`src/sv/tbhp_pkg.sv`:
```
// shared types and constants for the tagged block header parser
package tbhp_pkg;

  typedef enum logic [2:0] {
    PH_MARKER  = 3'd0,
    PH_TIME    = 3'd1,
    PH_SIZE    = 3'd2,
    PH_TYPE    = 3'd3,
    PH_PARAM   = 3'd4,
    PH_CONTENT = 3'd5
  } phase_t;

  localparam logic [1:0] KIND_HEADER  = 2'd0;
  localparam logic [1:0] KIND_CONTENT = 2'd1;
  localparam logic [1:0] KIND_TRUNC   = 2'd2;

  // marker flag bits, each active low
  localparam int unsigned BIT_TIME_ABS  = 7;
  localparam int unsigned BIT_TYPE      = 6;
  localparam int unsigned BIT_PARAM_W   = 5;
  localparam int unsigned BIT_SIZE_W    = 4;

  localparam int unsigned OQ_DEPTH = 4;
  localparam int unsigned OQ_AW    = $clog2(OQ_DEPTH);
  localparam int unsigned OQ_CW    = $clog2(OQ_DEPTH + 1);

  typedef struct packed {
    logic [1:0]  result_kind;
    logic [3:0]  channel;
    logic        time_is_absolute;
    logic [31:0] time_value;
    logic [31:0] content_size;
    logic        has_type;
    logic [7:0]  type_value;
    logic        param_is_wide;
    logic [31:0] param_value;
    logic [7:0]  content_byte;
    logic        last_of_block;
    logic [31:0] block_offset;
  } result_t;

  typedef struct packed {
    logic [1:0] cnt;
    result_t    first;
    result_t    second;
  } push_t;

endpackage

```
`src/sv/tbhp_parser.sv`:
```
// per-byte parse state and result generation
module tbhp_parser (
  input  logic                 clk,
  input  logic                 rst,
  input  logic                 accept,
  input  logic [7:0]           data_byte,
  input  logic                 buffer_end,
  output tbhp_pkg::push_t      push
);

  tbhp_pkg::phase_t phase, phase_next;
  logic [1:0]  field_byte_count, field_byte_count_next;
  logic [7:0]  marker_held, marker_held_next;
  logic [31:0] time_held, time_held_next;
  logic [31:0] size_held, size_held_next;
  logic [7:0]  type_held, type_held_next;
  logic [31:0] param_held, param_held_next;
  logic [31:0] bytes_remaining, bytes_remaining_next;
  logic [31:0] buffer_position, buffer_position_next;
  logic [31:0] block_start, block_start_next;

  logic [31:0] lane;
  logic        wide;
  logic        pri_valid;
  logic        err_valid;
  tbhp_pkg::result_t pri_res;
  tbhp_pkg::result_t err_res;

  always_comb begin
    phase_next            = phase;
    field_byte_count_next = field_byte_count;
    marker_held_next      = marker_held;
    time_held_next        = time_held;
    size_held_next        = size_held;
    type_held_next        = type_held;
    param_held_next       = param_held;
    bytes_remaining_next  = bytes_remaining;
    block_start_next      = block_start;
    lane                  = 32'(data_byte) << {field_byte_count, 3'b000};
    wide                  = 1'b0;
    pri_valid             = 1'b0;
    err_valid             = 1'b0;
    pri_res               = '0;

    unique case (phase)
      tbhp_pkg::PH_TIME: begin
        wide = !marker_held[tbhp_pkg::BIT_TIME_ABS];
        if (!wide) begin
          time_held_next = 32'(data_byte);
          phase_next     = tbhp_pkg::PH_SIZE;
        end else begin
          time_held_next = time_held | lane;
          if (field_byte_count == 2'd3) begin
            field_byte_count_next = 2'd0;
            phase_next            = tbhp_pkg::PH_SIZE;
          end else begin
            field_byte_count_next = field_byte_count + 2'd1;
          end
        end
      end
      tbhp_pkg::PH_SIZE: begin
        wide = !marker_held[tbhp_pkg::BIT_SIZE_W];
        if (!wide) begin
          size_held_next = 32'(data_byte);
          phase_next     = marker_held[tbhp_pkg::BIT_TYPE] ? tbhp_pkg::PH_PARAM
                                                           : tbhp_pkg::PH_TYPE;
        end else begin
          size_held_next = size_held | lane;
          if (field_byte_count == 2'd3) begin
            field_byte_count_next = 2'd0;
            phase_next = marker_held[tbhp_pkg::BIT_TYPE] ? tbhp_pkg::PH_PARAM
                                                         : tbhp_pkg::PH_TYPE;
          end else begin
            field_byte_count_next = field_byte_count + 2'd1;
          end
        end
      end
      tbhp_pkg::PH_TYPE: begin
        type_held_next = data_byte;
        phase_next     = tbhp_pkg::PH_PARAM;
      end
      tbhp_pkg::PH_PARAM: begin
        wide = !marker_held[tbhp_pkg::BIT_PARAM_W];
        if (!wide) begin
          param_held_next = 32'(data_byte);
          pri_valid       = 1'b1;
        end else begin
          param_held_next = param_held | lane;
          if (field_byte_count == 2'd3) begin
            field_byte_count_next = 2'd0;
            pri_valid             = 1'b1;
          end else begin
            field_byte_count_next = field_byte_count + 2'd1;
          end
        end
        if (pri_valid) begin
          pri_res.result_kind      = tbhp_pkg::KIND_HEADER;
          pri_res.time_is_absolute = !marker_held[tbhp_pkg::BIT_TIME_ABS];
          pri_res.time_value       = time_held;
          pri_res.content_size     = size_held;
          pri_res.has_type         = !marker_held[tbhp_pkg::BIT_TYPE];
          pri_res.type_value       = type_held;
          pri_res.param_is_wide    = wide;
          pri_res.param_value      = param_held_next;
          if (size_held == 32'd0) begin
            pri_res.last_of_block = 1'b1;
            phase_next            = tbhp_pkg::PH_MARKER;
          end else begin
            bytes_remaining_next = size_held;
            phase_next           = tbhp_pkg::PH_CONTENT;
          end
        end
      end
      tbhp_pkg::PH_CONTENT: begin
        pri_valid            = 1'b1;
        pri_res.result_kind  = tbhp_pkg::KIND_CONTENT;
        pri_res.content_byte = data_byte;
        bytes_remaining_next = bytes_remaining - 32'd1;
        if (bytes_remaining == 32'd1) begin
          pri_res.last_of_block = 1'b1;
          phase_next            = tbhp_pkg::PH_MARKER;
        end
      end
      default: begin
        // expect marker, also unused codes
        marker_held_next      = data_byte;
        block_start_next      = buffer_position;
        field_byte_count_next = 2'd0;
        time_held_next        = '0;
        size_held_next        = '0;
        type_held_next        = '0;
        param_held_next       = '0;
        bytes_remaining_next  = '0;
        phase_next            = tbhp_pkg::PH_TIME;
      end
    endcase

    buffer_position_next = buffer_position + 32'd1;
    if (buffer_end) begin
      if (phase_next != tbhp_pkg::PH_MARKER) begin
        err_valid             = 1'b1;
        phase_next            = tbhp_pkg::PH_MARKER;
        field_byte_count_next = 2'd0;
        bytes_remaining_next  = '0;
      end
      buffer_position_next = '0;
    end

    pri_res.channel      = marker_held_next[3:0];
    pri_res.block_offset = block_start_next;

    err_res               = '0;
    err_res.result_kind   = tbhp_pkg::KIND_TRUNC;
    err_res.channel       = marker_held_next[3:0];
    err_res.block_offset  = block_start_next;
    err_res.last_of_block = 1'b1;

    push = '0;
    if (accept) begin
      push.cnt    = 2'(pri_valid) + 2'(err_valid);
      push.first  = pri_valid ? pri_res : err_res;
      push.second = err_res;
    end
  end

  always_ff @(posedge clk) begin
    if (rst) begin
      phase            <= tbhp_pkg::PH_MARKER;
      field_byte_count <= '0;
      marker_held      <= '0;
      time_held        <= '0;
      size_held        <= '0;
      type_held        <= '0;
      param_held       <= '0;
      bytes_remaining  <= '0;
      buffer_position  <= '0;
      block_start      <= '0;
    end else if (accept) begin
      phase            <= phase_next;
      field_byte_count <= field_byte_count_next;
      marker_held      <= marker_held_next;
      time_held        <= time_held_next;
      size_held        <= size_held_next;
      type_held        <= type_held_next;
      param_held       <= param_held_next;
      bytes_remaining  <= bytes_remaining_next;
      buffer_position  <= buffer_position_next;
      block_start      <= block_start_next;
    end
  end

  a_content_has_bytes: assert property (@(posedge clk) disable iff (rst)
    (phase == tbhp_pkg::PH_CONTENT) |-> (bytes_remaining != 32'd0))
    else $error("content phase with nothing left");

  a_second_is_trunc: assert property (@(posedge clk) disable iff (rst)
    (push.cnt == 2'd2) |-> (push.second.result_kind == tbhp_pkg::KIND_TRUNC &&
                            push.first.result_kind != tbhp_pkg::KIND_TRUNC))
    else $error("double beat without truncation order");

  a_trunc_is_last: assert property (@(posedge clk) disable iff (rst)
    (push.cnt != 2'd0 && push.first.result_kind == tbhp_pkg::KIND_TRUNC)
      |-> push.first.last_of_block)
    else $error("truncation beat without last");

endmodule

```
`src/sv/tbhp_out_queue.sv`:
```
// small result queue taking up to two results per cycle
module tbhp_out_queue (
  input  logic                clk,
  input  logic                rst,
  input  tbhp_pkg::push_t     push,
  output logic                room,
  output logic                out_valid,
  input  logic                out_ready,
  output tbhp_pkg::result_t   out_res
);

  tbhp_pkg::result_t mem [tbhp_pkg::OQ_DEPTH];

  logic [tbhp_pkg::OQ_AW-1:0] wr_ptr;
  logic [tbhp_pkg::OQ_AW-1:0] rd_ptr;
  logic [tbhp_pkg::OQ_CW-1:0] count;
  logic                       pop;

  assign room      = count <= tbhp_pkg::OQ_CW'(tbhp_pkg::OQ_DEPTH - 2);
  assign out_valid = count != '0;
  assign out_res   = mem[rd_ptr];
  assign pop       = out_valid && out_ready;

  always_ff @(posedge clk) begin
    if (push.cnt != 2'd0) begin
      mem[wr_ptr] <= push.first;
    end
    if (push.cnt == 2'd2) begin
      mem[wr_ptr + tbhp_pkg::OQ_AW'(1)] <= push.second;
    end
  end

  always_ff @(posedge clk) begin
    if (rst) begin
      wr_ptr <= '0;
      rd_ptr <= '0;
      count  <= '0;
    end else begin
      wr_ptr <= wr_ptr + tbhp_pkg::OQ_AW'(push.cnt);
      rd_ptr <= rd_ptr + tbhp_pkg::OQ_AW'(pop);
      count  <= count + tbhp_pkg::OQ_CW'(push.cnt) - tbhp_pkg::OQ_CW'(pop);
    end
  end

  a_count_bound: assert property (@(posedge clk) disable iff (rst)
    count <= tbhp_pkg::OQ_CW'(tbhp_pkg::OQ_DEPTH))
    else $error("queue count beyond depth");

  a_push_fits: assert property (@(posedge clk) disable iff (rst)
    (push.cnt != 2'd0) |-> room)
    else $error("push into queue without room");

  a_count_track: assert property (@(posedge clk) disable iff (rst)
    (push.cnt == 2'd0 && !pop) |=> $stable(count))
    else $error("queue count moved while idle");

endmodule

```
`src/sv/tagged_block_header_parser.sv`:
```
// top level of the tagged block header parser
//
// input: one byte per beat on s_tdata, s_tlast marks the final byte of a
// buffer; the next byte after it starts a new buffer at position zero.
// output: one result per beat; m_tuser gives the kind (header, content
// byte, truncated block), m_tlast marks the final result of a block.
// each input beat is parsed in the cycle it is accepted and its results
// are registered into a four-entry result queue.
// throughput is one byte per cycle while s_tready is high; a byte yields
// at most two results and only a buffer end inside a block yields two,
// so the queue drains the extra beat while further bytes still flow.
// s_tready depends only on queue fill: it drops when fewer than two
// entries are free, so a stalled receiver backs up the input and
// nothing is lost.
// reset (rst, synchronous) empties the queue and returns the parser to
// expecting a marker at buffer position zero.
module tagged_block_header_parser (
  input  logic          clk,
  input  logic          rst,
  input  logic          s_tvalid,
  output logic          s_tready,
  input  logic [7:0]    s_tdata,   // data_byte
  input  logic          s_tlast,   // buffer_end
  output logic          m_tvalid,
  input  logic          m_tready,
  // channel, time_is_absolute, time_value, content_size, has_type,
  // type_value, param_is_wide, param_value, content_byte, block_offset, pad
  output logic [151:0]  m_tdata,
  output logic [1:0]    m_tuser,   // result_kind
  output logic          m_tlast    // last_of_block
);

  tbhp_pkg::push_t   push;
  tbhp_pkg::result_t res;
  logic              room;
  logic              accept;

  assign s_tready = room;
  assign accept   = s_tvalid && room;

  tbhp_parser u_parser (
    .clk        (clk),
    .rst        (rst),
    .accept     (accept),
    .data_byte  (s_tdata),
    .buffer_end (s_tlast),
    .push       (push)
  );

  tbhp_out_queue u_queue (
    .clk       (clk),
    .rst       (rst),
    .push      (push),
    .room      (room),
    .out_valid (m_tvalid),
    .out_ready (m_tready),
    .out_res   (res)
  );

  assign m_tuser = res.result_kind;
  assign m_tlast = res.last_of_block;
  assign m_tdata = {1'b0, res.block_offset, res.content_byte, res.param_value,
                    res.param_is_wide, res.type_value, res.has_type,
                    res.content_size, res.time_value, res.time_is_absolute,
                    res.channel};

endmodule

```
`config.mk`:
```
export PLATFORM = sky130hd
export DESIGN_NAME = tagged_block_header_parser
export DESIGN_NICKNAME = d
export VERILOG_FILES = /design/src/sv/tbhp_pkg.sv /design/src/sv/tbhp_parser.sv /design/src/sv/tbhp_out_queue.sv /design/src/sv/tagged_block_header_parser.sv
export SDC_FILE = /design/constraint.sdc
export NUM_CORES = 2
export LEC_CHECK = 0
export BUFFER_PORTS_ARGS = -buffer_cell sky130_fd_sc_hd__buf_2
export CAP_MARGIN = 15
export CORE_UTILIZATION = 38
export DETAILED_ROUTE_END_ITERATION = 8
export GPL_TIMING_DRIVEN = 1
export SLEW_MARGIN = 20
export SYNTH_ARGS = -nofsm -noshare
export SYNTH_HDL_FRONTEND = slang
export SYNTH_HIERARCHICAL = 1
export SYNTH_SLANG_ARGS = --single-unit
```
`constraint.sdc`:
```
create_clock -name clk -period 47.5 [get_ports clk]
set_clock_uncertainty 0.2 [all_clocks]
set_input_delay 14.25 -clock clk [delete_from_list [all_inputs] [get_ports clk]]
set_output_delay 14.25 -clock clk [all_outputs]
set_load 0.01 [all_outputs]
```
* Word level (Yosys, flattened, before mapping) *
Memories as Yosys holds them, arrays and structs flattened. A register that Yosys moved wholly into a read port is not among the register bits.
Cells that the tools add are included.
W data, S select, Z words.

storage, ports and cells
  register bits = 220
  bits in latches = 0
  memory bits (writable) = 616
  memory bits (read-only) = 0
  input bits = 13
  output and inout port bits = 157
  memories kept = 1

operators by class
  $add $sub $neg = 9
  multipliers = 0
  divide/modulo/power cells = 0
  $lt $le $gt $ge = 1
  equal/unequal tests = 8
  shifts and indexed selects = 1
  muxes and demuxes = 54
  bitwise operators = 8
  reduce and logical (&&, ||, !) cells = 21

memories
  name         depth  bits a word  rd ports  clocked after memory_dff  write ports  RTL line              source
  u_queue.mem  4      154          1         1                         2            tbhp_out_queue.sv:12  tbhp_pkg::result_t mem [tbhp_pkg::OQ_DEPTH];

operator list
  kind                     count
  $mux W310                1
  $mux W32                 9
  $mux W107                2
  $pmux W32 S2             3
  $mux W154                1
  $or A32 B32 Y32          3
  $pmux W32 S3             1
  $add A32 B1 Y32 const B  1
  $eq A32 B1 Y1 const B    1
  $logic_not A32 Y1        1
  $shl A8 B5 Y32           1
  $sub A32 B1 Y32 const B  1
  $mux W3                  10
  $pmux W8 S2              1
  $reduce_or A4 Y1         4
  $pmux W3 S5              1
  $mux W2                  7
  $mux W1                  13
  $reduce_and A2 Y1        5
  $mux W8                  1
  $pmux W2 S4              1
  $eq A3 B2 Y1 const B     2
  $eq A3 B3 Y1 const B     2
  $reduce_bool A3 Y1       2
  other kinds (18)         28

* Longest topological paths before layout *
  depth in word-level cells = 14
  gate-level depth with buffers = 15
  gate-level depth less buffers = 14

* By module *
The synthesis kept the hierarchy.

modules (own cells, without submodules)
  module                      instances  cells each  area each (um^2)
  tbhp_out_queue              1          1,535       29,941.2
  tbhp_parser                 1          1,614       12,055.3
  tagged_block_header_parser  1          3           17.5

* Least setup slack after synthesis *
No wires, ideal clock.

  path type = in2reg
  start = in s_tvalid
  end = mem u_queue/mem[0][0] (netlist bit) (enable)
  setup time = 0.880 ns
  arrival = 26.518 ns
  data required time = 46.420 ns
  setup slack = 19.902 ns
  stages = 8
  cell sequence = and2_1 clkbuf_1 clkbuf_1 clkbuf_1 clkbuf_1 and2_1 o21bai_1 o21ai_0

RTL lines
  what         RTL line                          source
  from (decl)  tagged_block_header_parser.sv:20  input logic s_tvalid,
  to (decl)    tbhp_out_queue.sv:12

==> results.json <==
{
  "timing.slew.headroom_pct": 25.48,
  "p_leak_nw": 16.55,
  "worst_flop_to_flop_path_endpoint": "u_queue/mem[2][138]$_DFFE_PP_",
  "clk_pin_slew_worst_paths_ns": 0.06,
  "cp.arrival_ns": 17.98,
  "start_kind": "input pin",
  "cts-resized-gates": 0,
  "pin_count": 170,
  "ys_ff_latch": 836,
  "design.die.area_um2": 111900,
  "avgSynthCellArea_um2": 13.33,
  "max-cap-violations": 0,
  "synth_most_common_cell": "edfxtp_1",
  "cts.sink_count": 836,
  "nets": 3203,
  "critPathLaunch": "s_tlast",
  "worstSetupPathType": "input pin to flip-flop",
  "powerDensity_nw_per_um2": 40.08,
  "grt_usage_pct": 18.73,
  "fp.coreArea_um2": 109300,
  "reg2regPathDepth": 11,
  "grt_pass1_wl_mm": 160.2,
  "reg2reg_setup_slack_ns": 41.66,
  "vias": 25320,
  "grt.busiest_layer": "met2",
  "start_util_pct": 38.44,
  "syn_area_um2": 42010,
  "grt.met1_usage_pct": 26.16,
  "gp_congestion": 0.8450,
  "timing.final.hold_violations": 0,
  "fp.dieW_um": 334.5,
  "setup_repair_after_global_routing_missed_its_margin": "false",
  "dpl.hpwl_mm": 60.62,
  "grt_start_max_net_pins": 133,
  "post-route-drc-count": 0,
  "post_drt_via_cell_ratio": 5.341,
  "layout_worst_path_cycle_share_pct": 37.43,
  "clk_latency_ns": 0.67,
  "first_global_vias": 25520,
  "postCtsSetupRepairBufs": 0,
  "clock-root-buffer": "clkbuf_16",
  "netlist_instances": 3152,
  "worst-path-max-fanout": 58,
  "finalPower_mw": 1.856,
  "cts_tree": "done",
  "synthDominantCellAreaShare_pct": 44.03,
  "synth_edf_count": 616,
  "synthDominantAreaCellType": "edfxtp_1",
  "antenna_found_initial": 3,
  "final.setup.tns_ns": 0,
  "worst_path_largest_cell_delay_ns": 0.79,
  "worst_setup_ep": "u_queue/mem[2][138]$_DFFE_PP_",
  "worstMarginPinSlew_ns": 1.118,
  "vdd_ir_drop_max_mv": 0.03009,
  "achievable-frequency_mhz": 56.25,
  "cp-end-kind": "flip-flop",
  "synthTopCellsByArea": "edfxtp_1 (44%), mux2_2 (16%), dfxtp_1 (10%)",
  "clockBufferDepth": 3,
  "layout_min_cycle_time_ns": 17.78,
  "grt.overflow.total": 0,
  "drive_above_1_share_pct": 35.65,
  "synth_seq_area_share_pct": 54.51,
  "worst_r2r_startpoint": "u_parser/phase[1]$_SDFFE_PP0P_",
  "h-tree-depth": 3,
  "ant_nets": 0,
  "worst_hold_path_type": "flip-flop to flip-flop",
  "globalRouteMet2Util_pct": 30.48,
  "critical_path_required_ns": 47.70,
  "run_status": "completed",
  "wl_per_cell_um": 22.38,
  "dominantRegCellSynth": "edfxtp_1",
  "dieHeight_um": 334.5,
  "drt_wl_total_mm": 106.1,
  "detail_route.iter0.violations": 1904,
  "report.final.slew_viol_count": 0,
  "setup-violations-final": 0,
  "area.growth.synth_to_final_pct": 10.25,
  "synth.lib_cells_used.distinct": 85,
  "hold_buffers": 0,
  "fp-row-count": 121,
  "critical_path.most_common_cell": "buf_4",
  "grt_use_met3_pct": 2.880,
  "synth.yosys.warnings": 6,
  "synthTopCellsByCount": "edfxtp_1 (616), mux2_2 (608), nand2_1 (239)",
  "io_buffers": 168,
  "tritoncts_buffers": 94,
  "postSynth.asyncResetShare_pct": 0,
  "crit_chain": "buf_2, or3b_4, inv_4, ha_1, and2_1, and4bb_4, buf_4, buf_4, mux2_2",
  "dr.pass1.iters": 7,
  "worst_path_max_delay_cell": "buf_4"
}
metrics by stage:
step	util (%)	setup WS (ns)	instance area [µm²]	hold WS [ns]	cells
after CTS	42.37	29.63	46310	0.2480	4738
after detailed placement	39.62	29.08	43310	0.2399	4561
after global routing	42.37	29.58	46310	0.2621	4738
after global placement	39.62	29.12	43310	0.2347	4561
final	42.38	29.72	46320	0.2463	4741
after floorplan	-	19.90	42450	0.2277	3267
final cells by class:
cell class / instances / area, µm²
fill: 10200 / 62990
sequential: 836 / 22910
multi-input combinational: 2018 / 17260
clock buffer: 133 / 2643
tap: 1476 / 1847
timing repair buffer: 214 / 1226
clock inverter: 44 / 356.6
inverter: 17 / 66.31
antenna: 3 / 7.507
sequential cells by signal, summed over array words and instances, names as in the netlist:
name	count
u_parser/phase	3
u_parser/bytes_remaining	32
u_queue/rd_ptr	2
u_queue/mem	616
u_parser/marker_held	8
u_parser/param_held	32
u_parser/size_held	32
u_queue/wr_ptr	2
u_parser/type_held	8
u_parser/block_start	32
u_parser/field_byte_count	2
u_parser/buffer_position	32
u_parser/time_held	32
u_queue/count	3
where the power goes:
group          internal (mW)  switching (mW)  total (mW)
clock network          0.415           0.296       0.711
registers              0.807          0.0211       0.828
logic                  0.129           0.188       0.317
total                   1.35           0.506        1.86
per-layer routing:
layer	part of all wire [%]	routed length (µm)	up-vias
li1	-	-	11770
met1	45	47480	12700
met2	48	50720	699
met3	5.4	5676	149
met4	2.1	2176	4
met5	0.022	23	-
layout by cell type, fill, tap and decap left out, types with 26 or more instances in the layout:
cell type / synthesis / final
dfxtp_1: 220 / 218
buf_4: 158 / 44
nor2_1: 199 / 195
nand2_1: 239 / 238
clkbuf_16: 0 / 97
nand3_1: 27 / 27
buf_2: 79 / 167
a21oi_1: 154 / 154
mux2_2: 608 / 608
nor3_1: 33 / 33
and3_1: 97 / 96
clkbuf_1: 129 / 28
mux4_2: 154 / 154
a31oi_1: 51 / 51
conb_1: 2 / 117
edfxtp_1: 616 / 616
o21ai_0: 27 / 26
a21boi_0: 36 / 36
worst min-delay path by stage:
stage	slack (ns)	end	startpoint	cells past startpoint
global route	0.26	u_parser/type_held[6]$_SDFFE_PP0P_	u_parser/type_held[6]$_SDFFE_PP0P_	2
floorplan	0.23	u_parser/type_held[0]$_SDFFE_PP0P_	u_parser/type_held[0]$_SDFFE_PP0P_	2
global placement	0.23	u_parser/type_held[7]$_SDFFE_PP0P_	u_parser/type_held[7]$_SDFFE_PP0P_	2
detailed placement	0.24	u_parser/type_held[2]$_SDFFE_PP0P_	u_parser/type_held[2]$_SDFFE_PP0P_	2
finish	0.25	u_parser/type_held[2]$_SDFFE_PP0P_	u_parser/type_held[2]$_SDFFE_PP0P_	2
CTS	0.25	u_parser/type_held[2]$_SDFFE_PP0P_	u_parser/type_held[2]$_SDFFE_PP0P_	2
logic make-up after synthesis:
family	synth area share, %
muxes	24.91
adders and majority gates	0.2859
buffers and inverters	5.664
and+or+nand+nor	8.115
AOI/OAI and AO/OA	5.736
other	0.01787
xor gates and xnor gates	0.7564
DFF	54.51
worst max-delay path, delay by kind of cell:
kind,cells,cell delay [ns]
adder cells (fa/ha/maj),1,0.22
buffers and inverters,4,1.79
multiplexers,1,0.42
AND/OR/NAND/NOR,3,1.16
Note: power is estimated with default switching activity, not from simulation.
